$ cat src/rtl/isrt_pkg.sv
// ----------------------------------------------------------------------------
// isrt_pkg
// Shared types and constants for the insertion sorter cell chain.
// ----------------------------------------------------------------------------
package isrt_pkg;

    localparam int CAPACITY = 64;
    localparam int DATA_W   = 32;
    localparam int COUNT_W  = $clog2(CAPACITY + 1);

    typedef logic signed [DATA_W-1:0] data_t;
    typedef logic [COUNT_W-1:0]       count_t;

    typedef enum logic
    {
        ST_COLLECT,
        ST_DRAIN
    } state_t;

    // Broadcast control from the sequencer to every cell
    typedef struct packed
    {
        logic  insert;
        logic  shift;
        data_t sample;
    } cell_ctrl_t;

endpackage

$ cat src/rtl/isrt_cell.sv
// ----------------------------------------------------------------------------
// isrt_cell
// One entry of the sorted chain: compare, take the lower neighbor or the new
// sample on insert, take the upper neighbor on drain.
// ----------------------------------------------------------------------------
module isrt_cell
(
    input  logic                clk,
    input  isrt_pkg::cell_ctrl_t ctrl,
    input  logic                occupied,
    input  logic                prev_gt,
    input  isrt_pkg::data_t     prev_value,
    input  isrt_pkg::data_t     upper_value,
    output logic                gt,
    output isrt_pkg::data_t     value
);

    isrt_pkg::data_t value_reg;
    isrt_pkg::data_t value_next;

    assign gt    = occupied && (value_reg > ctrl.sample);
    assign value = value_reg;

    always_comb
    begin
        value_next = value_reg;
        if (ctrl.insert)
        begin
            // Larger entries move up; the sample lands at the first gap
            if (prev_gt)
                value_next = prev_value;
            else if (gt || !occupied)
                value_next = ctrl.sample;
        end
        else if (ctrl.shift)
        begin
            value_next = upper_value;
        end
    end

    always_ff @(posedge clk)
    begin
        value_reg <= value_next;
    end

endmodule

$ cat config.mk
export PLATFORM = sky130hd
export DESIGN_NAME = isrt_cell
export DESIGN_NICKNAME = d
export VERILOG_FILES = /design/src/rtl/isrt_pkg.sv /design/src/rtl/isrt_cell.sv
export SDC_FILE = /design/constraint.sdc
export NUM_CORES = 1
export LEC_CHECK = 0
export ABC_AREA = 1
export BUFFER_PORTS_ARGS = -buffer_cell sky130_fd_sc_hd__buf_2
export CORE_MARGIN = 3
export CORE_UTILIZATION = 45
export DETAILED_ROUTE_END_ITERATION = 12
export PLACE_DENSITY = 0.92
export SETUP_SLACK_MARGIN = 0.05
export SKIP_CTS_REPAIR_TIMING = 1
export SYNTH_ARGS = -nofsm -noshare
export SYNTH_HDL_FRONTEND = slang
export SYNTH_SLANG_ARGS = --single-unit
$ cat constraint.sdc
create_clock -name clk -period 3.6 [get_ports clk]
set_input_delay 0.18 -clock clk [delete_from_list [all_inputs] [get_ports clk]]
set_output_delay 0.18 -clock clk [all_outputs]
set_load 0.01 [all_outputs]
### Yosys cells after proc, flatten, opt, wreduce, memory -nomap -nowiden

Index checks and enable logic that the tools add are counted.

* reductions and logical operators: 5
* mux-type cells: 4
* equal/unequal tests: 1
* magnitude comparators: 1

Operators by type and width (number)
* $mux W32: 4
* $gt A32 B32 Y1: 1
* $ne A3 B1 Y1 const B: 1
* $reduce_and A2 Y1: 1
* $reduce_bool A2 Y1: 1
* $logic_and A1 B1 Y1: 1
* $logic_not A1 Y1: 1
* $logic_or A1 B1 Y1: 1

* input port bits: 101
* output and inout bits: 33
* register bits after elaboration: 32

### Logic depth before layout (Yosys ltp)

Gate-level depths: netlist of the first run.

* depth after elaboration: 6
* depth in mapped cells: 16
* depth with buffers taken out: 16

### Least setup slack after synthesis of the first run

No wires, ideal clock.

* kind: reg-to-reg
* from: register value_reg[31], in the netlist value[31]
* to: register value_reg[0], in the netlist value[0] (enable)
* data required time: 3.200 ns
* stages on the path, launching flop included: 10
* buffers on the path: 0
* setup slack: 0.772 ns
* clock period less this slack: 2.828 ns
* arrival time: 2.428 ns
* library setup time: 0.400 ns
* cells stage by stage: edfxtp_1 ha_1 nand2_1 nor2_2 nand2_2 nor4_4 nand2_1 nand3_1 nand3_2 a21oi_2

* cells in the longest elaborated chain, start to end: 5

Ends and longest elaborated chain
* start, declared: line isrt_cell.sv:18 `isrt_pkg::data_t value_reg;`
* start signal, assigned: line isrt_cell.sv:43 `value_reg <= value_next;`
* $gt A32 B32 Y1: line isrt_cell.sv:21 `assign gt = occupied && (value_reg > ctrl.sample);`
* $logic_and A1 B1 Y1: line isrt_cell.sv:21
* $logic_or A1 B1 Y1: line isrt_cell.sv:32 `else if (gt || !occupied)`
* $ne A3 B1 Y1 (no source line)
* $reduce_and A2 Y1 (no source line)

No other way between the ends.
A chain may end at the register's enable or synchronous reset.

### Worst setup path after layout of the first run

* from: register value_reg[31], in the netlist value[31]
* to: register value_reg[2], in the netlist value[2] (enable)

Same word-level chain as after synthesis.

==> flow_metrics.env, run 1 <==
export IMPL_synth_area_leaders="edfxtp_1 38%, ha_1 16%, o21ai_0 11%, nand2_1 9.8%, inv_1 6.2%"
export IMPL_period_share=0.746
export IMPL_place_ws_ns=0.880
export IMPL_diodes=0
export IMPL_synthCells=322
export IMPL_fp_dieH_um=80.6
export IMPL_synth_common_cells="65 x nand2_1, 53 x o21ai_0, 41 x inv_1, 41 x nor2_1"
export IMPL_cp_required_ns=3.58
export IMPL_nNetsFinal=586
export IMPL_numCtsBuffers=5
export IMPL_grt_pass1_wl_um=11200
export IMPL_htreeDepth=2
export IMPL_worstSetupPathType="register to register"
export IMPL_dieArea_um2=6490
export IMPL_area_growth_pct=32.7
export IMPL_track_usage=0.220
export IMPL_synth_net_count=455
export IMPL_holdWs_ns=0.181
export IMPL_seq_area_frac_synth=0.384
export IMPL_hold_viol_final=0
export IMPL_wl_um=6950
export IMPL_ys_seq_elements=32
export IMPL_grt_overflow=0
export IMPL_worstPathMaxFanout=18
export IMPL_clock_latency_ns=0.28
export IMPL_core_um2=5240
export IMPL_largest_reg_flops=32
export IMPL_hpwl_um=5450
export IMPL_clk_pin_slew_worst_paths_ns=0.07
export IMPL_grt_pass1_vias=2560
export IMPL_status="completed"
export IMPL_vdd_drop_max_v=0.000224
export IMPL_fmax_mhz=373
export IMPL_antenna_found_initial=0
export IMPL_cts_sinks=32
export IMPL_slew_viol_final=0
export IMPL_critPathCaptureType="register"
export IMPL_synth_most_common_cell="nand2_1"
export IMPL_cts_tree="built"
export IMPL_yosysWarnings=0
export IMPL_numPortBuffers=133
export IMPL_powerDensity_nw_per_um2=331
export IMPL_clk_path_buf_depth=2
export IMPL_synthesis_area_um2=2500
export IMPL_initial_core_util=0.478
export IMPL_die_width_um=80.6
export IMPL_cts_root_buf="clkbuf_8"
export IMPL_max_cap_violations=0
export IMPL_drive_gt1_frac=0.337
export IMPL_grt_start_max_net_pins=35
export IMPL_max_slew_worst_pin_slew_ns=1.01
export IMPL_rows=26
export IMPL_max_slew_margin=0.327
export IMPL_synth_edf_count=32
export IMPL_setup_viol=0
export IMPL_hold_path_class="primary input to register"
export IMPL_p_leak_nw=1.76
export IMPL_drc=0
export IMPL_yosysUniqueCellTypes=24
export IMPL_fin_skew_ns=0.00506
export IMPL_gp_congestion=0.856
export IMPL_wire_per_inst_um=13.3
export IMPL_avgSynthCellArea_um2=7.77
export IMPL_drtIter0Drc=98
export IMPL_cp_start_kind="register"
export IMPL_rsz0062_at_grt="no"
export IMPL_fin_ws_ns=0.916
export IMPL_first_pass_iters=4
export IMPL_finalSetupTns_ns=0
export IMPL_yosysTopAreaCellShare=0.384
export IMPL_vias=2649
export IMPL_ant_nets=0
export IMPL_ios=134
export IMPL_via_per_inst=5.06
export IMPL_synth_top_cell_by_area="edfxtp_1"
export IMPL_synth_top_flop_cell="edfxtp_1"
export IMPL_async_flop_share=0
export IMPL_finalCriticalPeriod_ns=2.68
export IMPL_arrival_ns=2.66
[kinds of logic after synthesis]
kind of cell / count (synthesis) / share of synthesized area
AND/OR/NAND/NOR: 117 / 0.193
AO/OA/AOI/OAI: 86 / 0.180
buffers and inverters: 55 / 0.0835
adder cells (fa/ha/maj): 32 / 0.160
flip-flops: 32 / 0.384
[worst paths after layout]
path                                       from   endpoint  slack (ns)  depth (start not counted)
worst max-delay path                  value[31]   value[2]        0.92                         10
worst min-delay path            upper_value[24]  value[24]        0.18                          3
worst max register to register        value[31]   value[2]        0.92                         10
worst min register to register        value[31]  value[31]        1.12                          4
[layout by cell type, fill, tap and decap left out, types with 2 or more instances in the layout]
master and count:
buf_2 133, o21ai_1 14, buf_4 3, nor2_2 2, o21ai_0 53, nand2_2 2
clkinv_1 2, clkbuf_8 5, nand3_1 2, nor2_1 41, clkinv_2 2, a21o_1 2
nand2_1 65, edfxtp_1 32, inv_1 41, a21oi_1 13, ha_1 32, nand4_1 2
[layout make-up]
type                    instances  area (um^2)
fillers                       465         1920
multi-input cells             235         1340
flip-flops and latches         32          961
repair buffers                136          688
inverters                      43          161
well taps                      70         87.6
clock buffers                   5         68.8
clock inverters                 3         13.8
[critical path: stages, from the launching register on]
cell      delay (ns)
edfxtp_1        0.41
ha_1            0.35
nand2_1         0.10
nor2_2          0.14
nand2_2         0.09
nor4_4          0.17
nand2_1         0.11
nand3_1         0.09
nand3_2         0.11
a21oi_4         0.51
buf_4           0.32
[stage by stage]
stage	cell area, um^2	total power (W)	cells	util
after floorplan	2500	0.000688	322	-
after global placement	3240	0.000826	516	0.618
after detailed placement	3240	0.000843	516	0.618
after CTS	3320	0.00111	524	0.634
after global routing	3320	0.00118	524	0.634
final	3320	0.00110	524	0.634
[layer usage]
| metal | global-route usage | wire, um | up-vias |
|---|---|---|---|
| met5 | 0 | 0 | - |
| met4 | 0.0828 | 145 | 0 |
| met3 | 0.0359 | 374 | 12 |
| met2 | 0.394 | 3560 | 97 |
| met1 | 0.260 | 2870 | 1202 |
| li1 | - | - | 1338 |
[where the power goes]
group / total [W] / leakage, nW / internal [W] / switching [W]
Combinational: 0.000350 / 1.39 / 0.000151 / 0.000199
Sequential: 0.000486 / 0.328 / 0.000463 / 0.0000231
Clock: 0.000263 / 0.0453 / 0.000131 / 0.000132
No activity file was read; power rests on OpenSTA's default activity.
==> run 2: changes to the inputs <==
CORE_UTILIZATION = 41   (was 45)
PLACE_DENSITY = 0.89   (was 0.92)
clock period = 2.4 ns   (was 3.6 ns; I/O delays follow)
==> run 2 against run 1 <==
Against the previous run: critical path depth increased by 1; worst hold slack got worse by 0.064 ns; die area increased by 9.0%; wire length increased by 10%; critical path type unchanged; design area increased by 9.3%; critical endpoint is now value[31]; sequential cell count unchanged; via count increased by 3.4%; global-route usage decreased by 1.3 points; clock power increased by 50%; fmax increased by 19%.
==> flow_metrics.env, run 2 (same netlist as run 1, synthesis figures left out) <==
export IMPL_fmax_mhz=443
export IMPL_numCtsBuffers=5
export IMPL_seqCellArea_um2=961
export IMPL_vias=2739
export IMPL_n_fill_cell=483
export IMPL_use_met1=0.261
export IMPL_clk_path_buf_depth=2
export IMPL_cts_tree="built"
export IMPL_finalCriticalPeriod_ns=2.26
export IMPL_layout_commonest_cell="buf_2"
export IMPL_max_slew_worst_pin_slew_ns=1.06
export IMPL_drtIter0Drc=128
export IMPL_initial_core_util=0.438
export IMPL_ant_nets=0
export IMPL_drive_gt1_frac=0.397
export IMPL_powerDensity_nw_per_um2=486
export IMPL_via_per_inst=5.09
export IMPL_htreeDepth=2
export IMPL_ios=134
export IMPL_cts_root_buf="clkbuf_8"
export IMPL_track_usage=0.207
export IMPL_power_frac_seq=0.419
export IMPL_max_stage_delay_ns=0.46
export IMPL_internal_power_w=0.00119
export IMPL_rows=27
export IMPL_p_sw_w=0.000570
export IMPL_antenna_found_initial=0
export IMPL_p_total_w=0.00176
export IMPL_numPortBuffers=133
export IMPL_fin_skew_ns=0.0118
export IMPL_hold_path_class="primary input to register"
export IMPL_switching_share=0.323
export IMPL_wire_per_inst_um=14.2
export IMPL_grt_start_max_net_pins=33
export IMPL_met2_usage=0.354
export IMPL_grt_pass1_vias=2631
export IMPL_grt_pass1_wl_um=12000
export IMPL_gr_usage_met3=0.0494
export IMPL_pwr_share_clk=0.224
export IMPL_cp_cell_sequence="ha_4 > a21oi_2 > o21ai_0 > a21oi_2 > nand2_1 > nand2_2 > nand2_1 > nand2_2 > nand3_4 > a21oi_4 > clkbuf_16"
export IMPL_vdd_drop_max_v=0.000273
export IMPL_status="completed"
export IMPL_clk_pin_slew_worst_paths_ns=0.07
export IMPL_grt_busiest_layer="met2"
export IMPL_worstPathMaxFanout=8
export IMPL_drc=0
export IMPL_arrival_ns=2.25
export IMPL_wl_um=7670
export IMPL_first_pass_iters=4
export IMPL_rsz0062_at_grt="no"
export IMPL_gp_congestion=0.858
export IMPL_pwr_share_comb=0.358
export IMPL_cp_start_kind="register"
export IMPL_worstSetupPathType="register to register"
export IMPL_grt_overflow=0
export IMPL_multi_input_area_um2=1520
export IMPL_core_um2=5710
export IMPL_fp_dieH_um=84.1
export IMPL_hold_viol_final=0
export IMPL_hpwl_um=5740
export IMPL_die_width_um=84.1
export IMPL_finalSetupTns_ns=0
export IMPL_period_share=0.940
export IMPL_max_slew_margin=0.295
export IMPL_slew_viol_final=0
export IMPL_p_leak_nw=1.84
export IMPL_nNetsFinal=598
export IMPL_diodes=0
export IMPL_cp_required_ns=2.40
export IMPL_cts_sinks=32
export IMPL_crit_slowest_cell="edfxtp_1"
export IMPL_area_growth_pct=45.1
export IMPL_final_cell_mix="133 x buf_2, 62 x nand2_1, 53 x o21ai_0"
export IMPL_largest_reg_flops=32
export IMPL_setup_viol=0
export IMPL_critPathCaptureType="register"
export IMPL_max_cap_violations=0
export IMPL_dieArea_um2=7070
export IMPL_clock_latency_ns=0.28
-- run 2: cell count changes in the layout (fill, tap and decap cells not counted), sizes merged --
cell,change
buf,+11
clkinv,-2
clkbuf,+3
-- run 2: area by class of cell --
type	count	share of cell area
multi-input cells	235	0.418
flip-flops and latches	32	0.265
repair buffers	148	0.226
inverters	43	0.0445
well taps	72	0.0248
clock buffers	7	0.0210
clock inverters	1	0.00103
-- run 2: stage by stage --
stage          hold WS [ns]   util  instance area, um^2  cells  setup slack (ns)
3_5_place_dp          0.402  0.581                 3320    520             0.100
2_1_floorplan         0.311      -                 2550    322           0.00218
5_1_grt               0.107  0.636                 3630    538            0.0350
6_report              0.117  0.636                 3630    538             0.143
3_3_place_gp          0.401  0.581                 3320    520             0.160
4_1_cts               0.106  0.595                 3400    528            0.0909
-- run 2: power groups by stage --
stage	Combinational, W	Sequential [W]	Clock, W
global route	0.000710	0.000745	0.000435
finish	0.000631	0.000738	0.000394
CTS	0.000550	0.000732	0.000406
detailed placement	0.000546	0.000744	0
floorplan	0.000275	0.000771	0
global placement	0.000528	0.000738	0
-- run 2: path summary, 6_finish.rpt --
kind         depth (start not counted)            from  slack, ns   endpoint
max                                 11       value[13]       0.14  value[31]
min                                  3  upper_value[1]       0.12   value[1]
max reg2reg                         11       value[13]       0.14  value[31]
min reg2reg                          6       value[31]       1.30  value[10]
-- run 2: metal layers --
layer	up-vias	part of all wire
met5	-	0
met4	0	0.014
met3	13	0.089
met2	144	0.49
met1	1217	0.40
li1	1365	-
-- run 2: worst max-delay path, delay by kind of cell (launching register included) --
| kind | cells | cell delay [ns] |
|---|---|---|
| AOI/OAI and AO/OA | 4 | 0.63 |
| adders and majority gates | 1 | 0.26 |
| buffers and inverters | 1 | 0.22 |
| DFF | 1 | 0.46 |
| and+or+nand+nor | 5 | 0.40 |
==> run 3: changes to the inputs <==
ABC_AREA = 0   (was 1)
==> run 3 against run 2 <==
Against the previous run: the run now ends with setup timing left; cell count fell by 11%; synthesized cell count fell by 18%; utilization fell by 0.85 points; non-clock buffer count did not move; sequential power rose by 3.7%; combinational power rose by 9.7%; first-iteration DRC count fell by 23%; fmax fell by 8.6%; via count fell by 9.3%; die area fell by 0.19%; critical path type unchanged; critical endpoint is now value[23].
==> flow_metrics.env, run 3 <==
export IMPL_via_per_inst=5.17
export IMPL_wl_met1_um=2770
export IMPL_numCtsBuffers=5
export IMPL_wl_um=7140
export IMPL_max_cap_violations=0
export IMPL_synthesis_area_um2=2500
export IMPL_cts_sinks=32
export IMPL_violations="setup timing"
export IMPL_yosysUniqueCellTypes=31
export IMPL_max_slew_worst_pin_slew_ns=0.418
export IMPL_synth_common_cells="45 x a21oi_1, 35 x nor2_1, 33 x inv_1"
export IMPL_clk_pin_slew_worst_paths_ns=0.07
export IMPL_die_width_um=84.0
export IMPL_vdd_drop_max_v=0.000343
export IMPL_fp_dieH_um=84.0
export IMPL_synth_edf_count=32
export IMPL_ios=134
export IMPL_largest_reg_flops=32
export IMPL_grt_overflow=0
export IMPL_grt_pass1_wl_um=11300
export IMPL_cp_cell_sequence="ha_1 > nand4_1 > nor2_1 > a221o_1 > o31a_1 > buf_4 > a2bb2oi_4 > nand3_4 > buf_12"
export IMPL_initial_core_util=0.437
export IMPL_period_share=1.03
export IMPL_crit_family="compound AO/OA/AOI/OAI gates"
export IMPL_drtIter0Drc=99
export IMPL_slew_viol_final=0
export IMPL_finalCriticalPeriod_ns=2.47
export IMPL_yosysWarnings=0
export IMPL_wl_met3_um=469
export IMPL_synth_area_leaders="edfxtp_1 38%, ha_1 16%, mux2i_1 13%, a21oi_1 9.0%, nor2_1 5.3%"
export IMPL_critPathCaptureType="register"
export IMPL_p_leak_nw=1.83
export IMPL_synth_simple_area_share=0.116
export IMPL_crit_buf_inv=2
export IMPL_synth_top_cell_by_area="edfxtp_1"
export IMPL_ant_nets=0
export IMPL_final_cell_mix="133 x buf_2, 45 x a21oi_1, 35 x nor2_1"
export IMPL_synthXorXnorAreaFrac=0
export IMPL_powerDensity_nw_per_um2=551
export IMPL_ys_seq_elements=32
export IMPL_vias=2483
export IMPL_nNetsFinal=540
export IMPL_muxShareOfSynthArea=0.128
export IMPL_yosysTopAreaCellShare=0.385
export IMPL_synth_most_common_cell="a21oi_1"
export IMPL_cts_tree="built"
export IMPL_crit_slowest_cell="edfxtp_1"
export IMPL_antenna_found_initial=0
export IMPL_numPortBuffers=133
export IMPL_clock_latency_ns=0.28
export IMPL_wire_per_inst_um=14.9
export IMPL_synthAdderAreaFrac=0.160
export IMPL_status="finished with violations"
export IMPL_place_ws_ns=0.00244
export IMPL_grt_pass1_vias=2473
export IMPL_drive_gt1_frac=0.419
export IMPL_layout_commonest_cell="buf_2"
export IMPL_max_stage_delay_ns=0.39
export IMPL_cp_required_ns=2.44
export IMPL_cp_start_kind="register"
export IMPL_dieArea_um2=7060
export IMPL_cts_root_buf="clkbuf_8"
export IMPL_setup_viol=33
export IMPL_async_flop_share=0
export IMPL_hpwl_um=5760
export IMPL_avgSynthCellArea_um2=9.49
export IMPL_first_pass_iters=4
export IMPL_n_fill_cell=475
export IMPL_clk_path_buf_depth=2
export IMPL_fmax_mhz=405
export IMPL_worstSetupPathType="register to register"
export IMPL_diodes=0
export IMPL_rsz0062_at_grt="yes"
export IMPL_r2r_setup_slack_ns=-0.07
export IMPL_synth_compound_area_frac=0.142
export IMPL_arrival_ns=2.51
export IMPL_core_um2=5710
export IMPL_rows=27
export IMPL_synth_top_family_by_area="adder cells"
export IMPL_top_layer_used="met4"
export IMPL_dr_wl_met2_um=3760
export IMPL_synthCells=263
export IMPL_htreeDepth=2
export IMPL_p_total_w=0.00197
export IMPL_track_usage=0.196
export IMPL_synth_net_count=396
export IMPL_synth_top_flop_cell="edfxtp_1"
export IMPL_max_slew_margin=0.720
export IMPL_worstPathMaxFanout=21
export IMPL_fin_skew_ns=0.00690
export IMPL_area_growth_pct=43.5
export IMPL_grt_start_max_net_pins=35
export IMPL_hold_viol_final=0
export IMPL_seq_area_frac_synth=0.385
export IMPL_drc=0
export IMPL_hold_path_class="primary input to register"
export IMPL_gp_congestion=0.802
export IMPL_fin_ws_ns=-0.0692
==> run 3: worst reg2reg max path: stages, from the launching register on <==
cell and delay, ns:
edfxtp_1 0.39, ha_1 0.31, nand4_1 0.20, nor2_1 0.06, a221o_1 0.34, o31a_1 0.30
buf_4 0.16, a2bb2oi_4 0.13, nand3_4 0.12, buf_12 0.20
==> run 3: path summary, 6_finish.rpt <==
check | to | depth (start not counted) | startpoint
min | value[25] | 3 | upper_value[25]
min reg2reg | value[2] | 6 | value[31]
max reg2reg | value[23] | 9 | value[12]
max | value[23] | 9 | value[12]
==> run 3: power by group <==
part	total [W]	switching [W]	internal, W
clock	0.000517	0.000209	0.000308
sequential	0.000765	0.0000470	0.000718
combinational	0.000692	0.000359	0.000333
==> run 3: cells by family (layout without fill, tap and decap cells) <==
logic type,Yosys count,count (layout)
fa+ha+maj,32,32
buf+inv,44,189
mux,32,32
flops,32,32
compound gates,60,60
simple gates,63,63
==> run 3: cell type report <==
type | count | area, um^2 | area share
clock inverters | 2 | 35.0 | 0.00978
well taps | 72 | 90.1 | 0.0252
clock buffers | 6 | 72.6 | 0.0203
inverters | 33 | 124 | 0.0346
flip-flops and latches | 32 | 961 | 0.268
multi-input cells | 187 | 1480 | 0.413
repair buffers | 148 | 821 | 0.229
==> run 3: through the flow <==
| stage | instance area, um^2 | utilization | setup TNS [ns] | hold WS, ns | std cells |
|---|---|---|---|---|---|
| after detailed placement | 3320 | 0.581 | 0 | 0.443 | 464 |
| after global placement | 3320 | 0.581 | 0 | 0.436 | 464 |
| after floorplan | 2540 | - | 0 | 0.346 | 263 |
| after CTS | 3420 | 0.600 | -0.0963 | 0.145 | 472 |
| after global routing | 3580 | 0.627 | -5.78 | 0.158 | 480 |
| final | 3580 | 0.627 | -1.66 | 0.153 | 480 |
==> run 3: layer usage <==
| layer | up-vias | GRT usage |
|---|---|---|
| met3 | 16 | 0.0454 |
| met5 | - | 0 |
| met1 | 1132 | 0.226 |
| met2 | 96 | 0.348 |
| li1 | 1239 | - |
| met4 | 0 | 0.0716 |
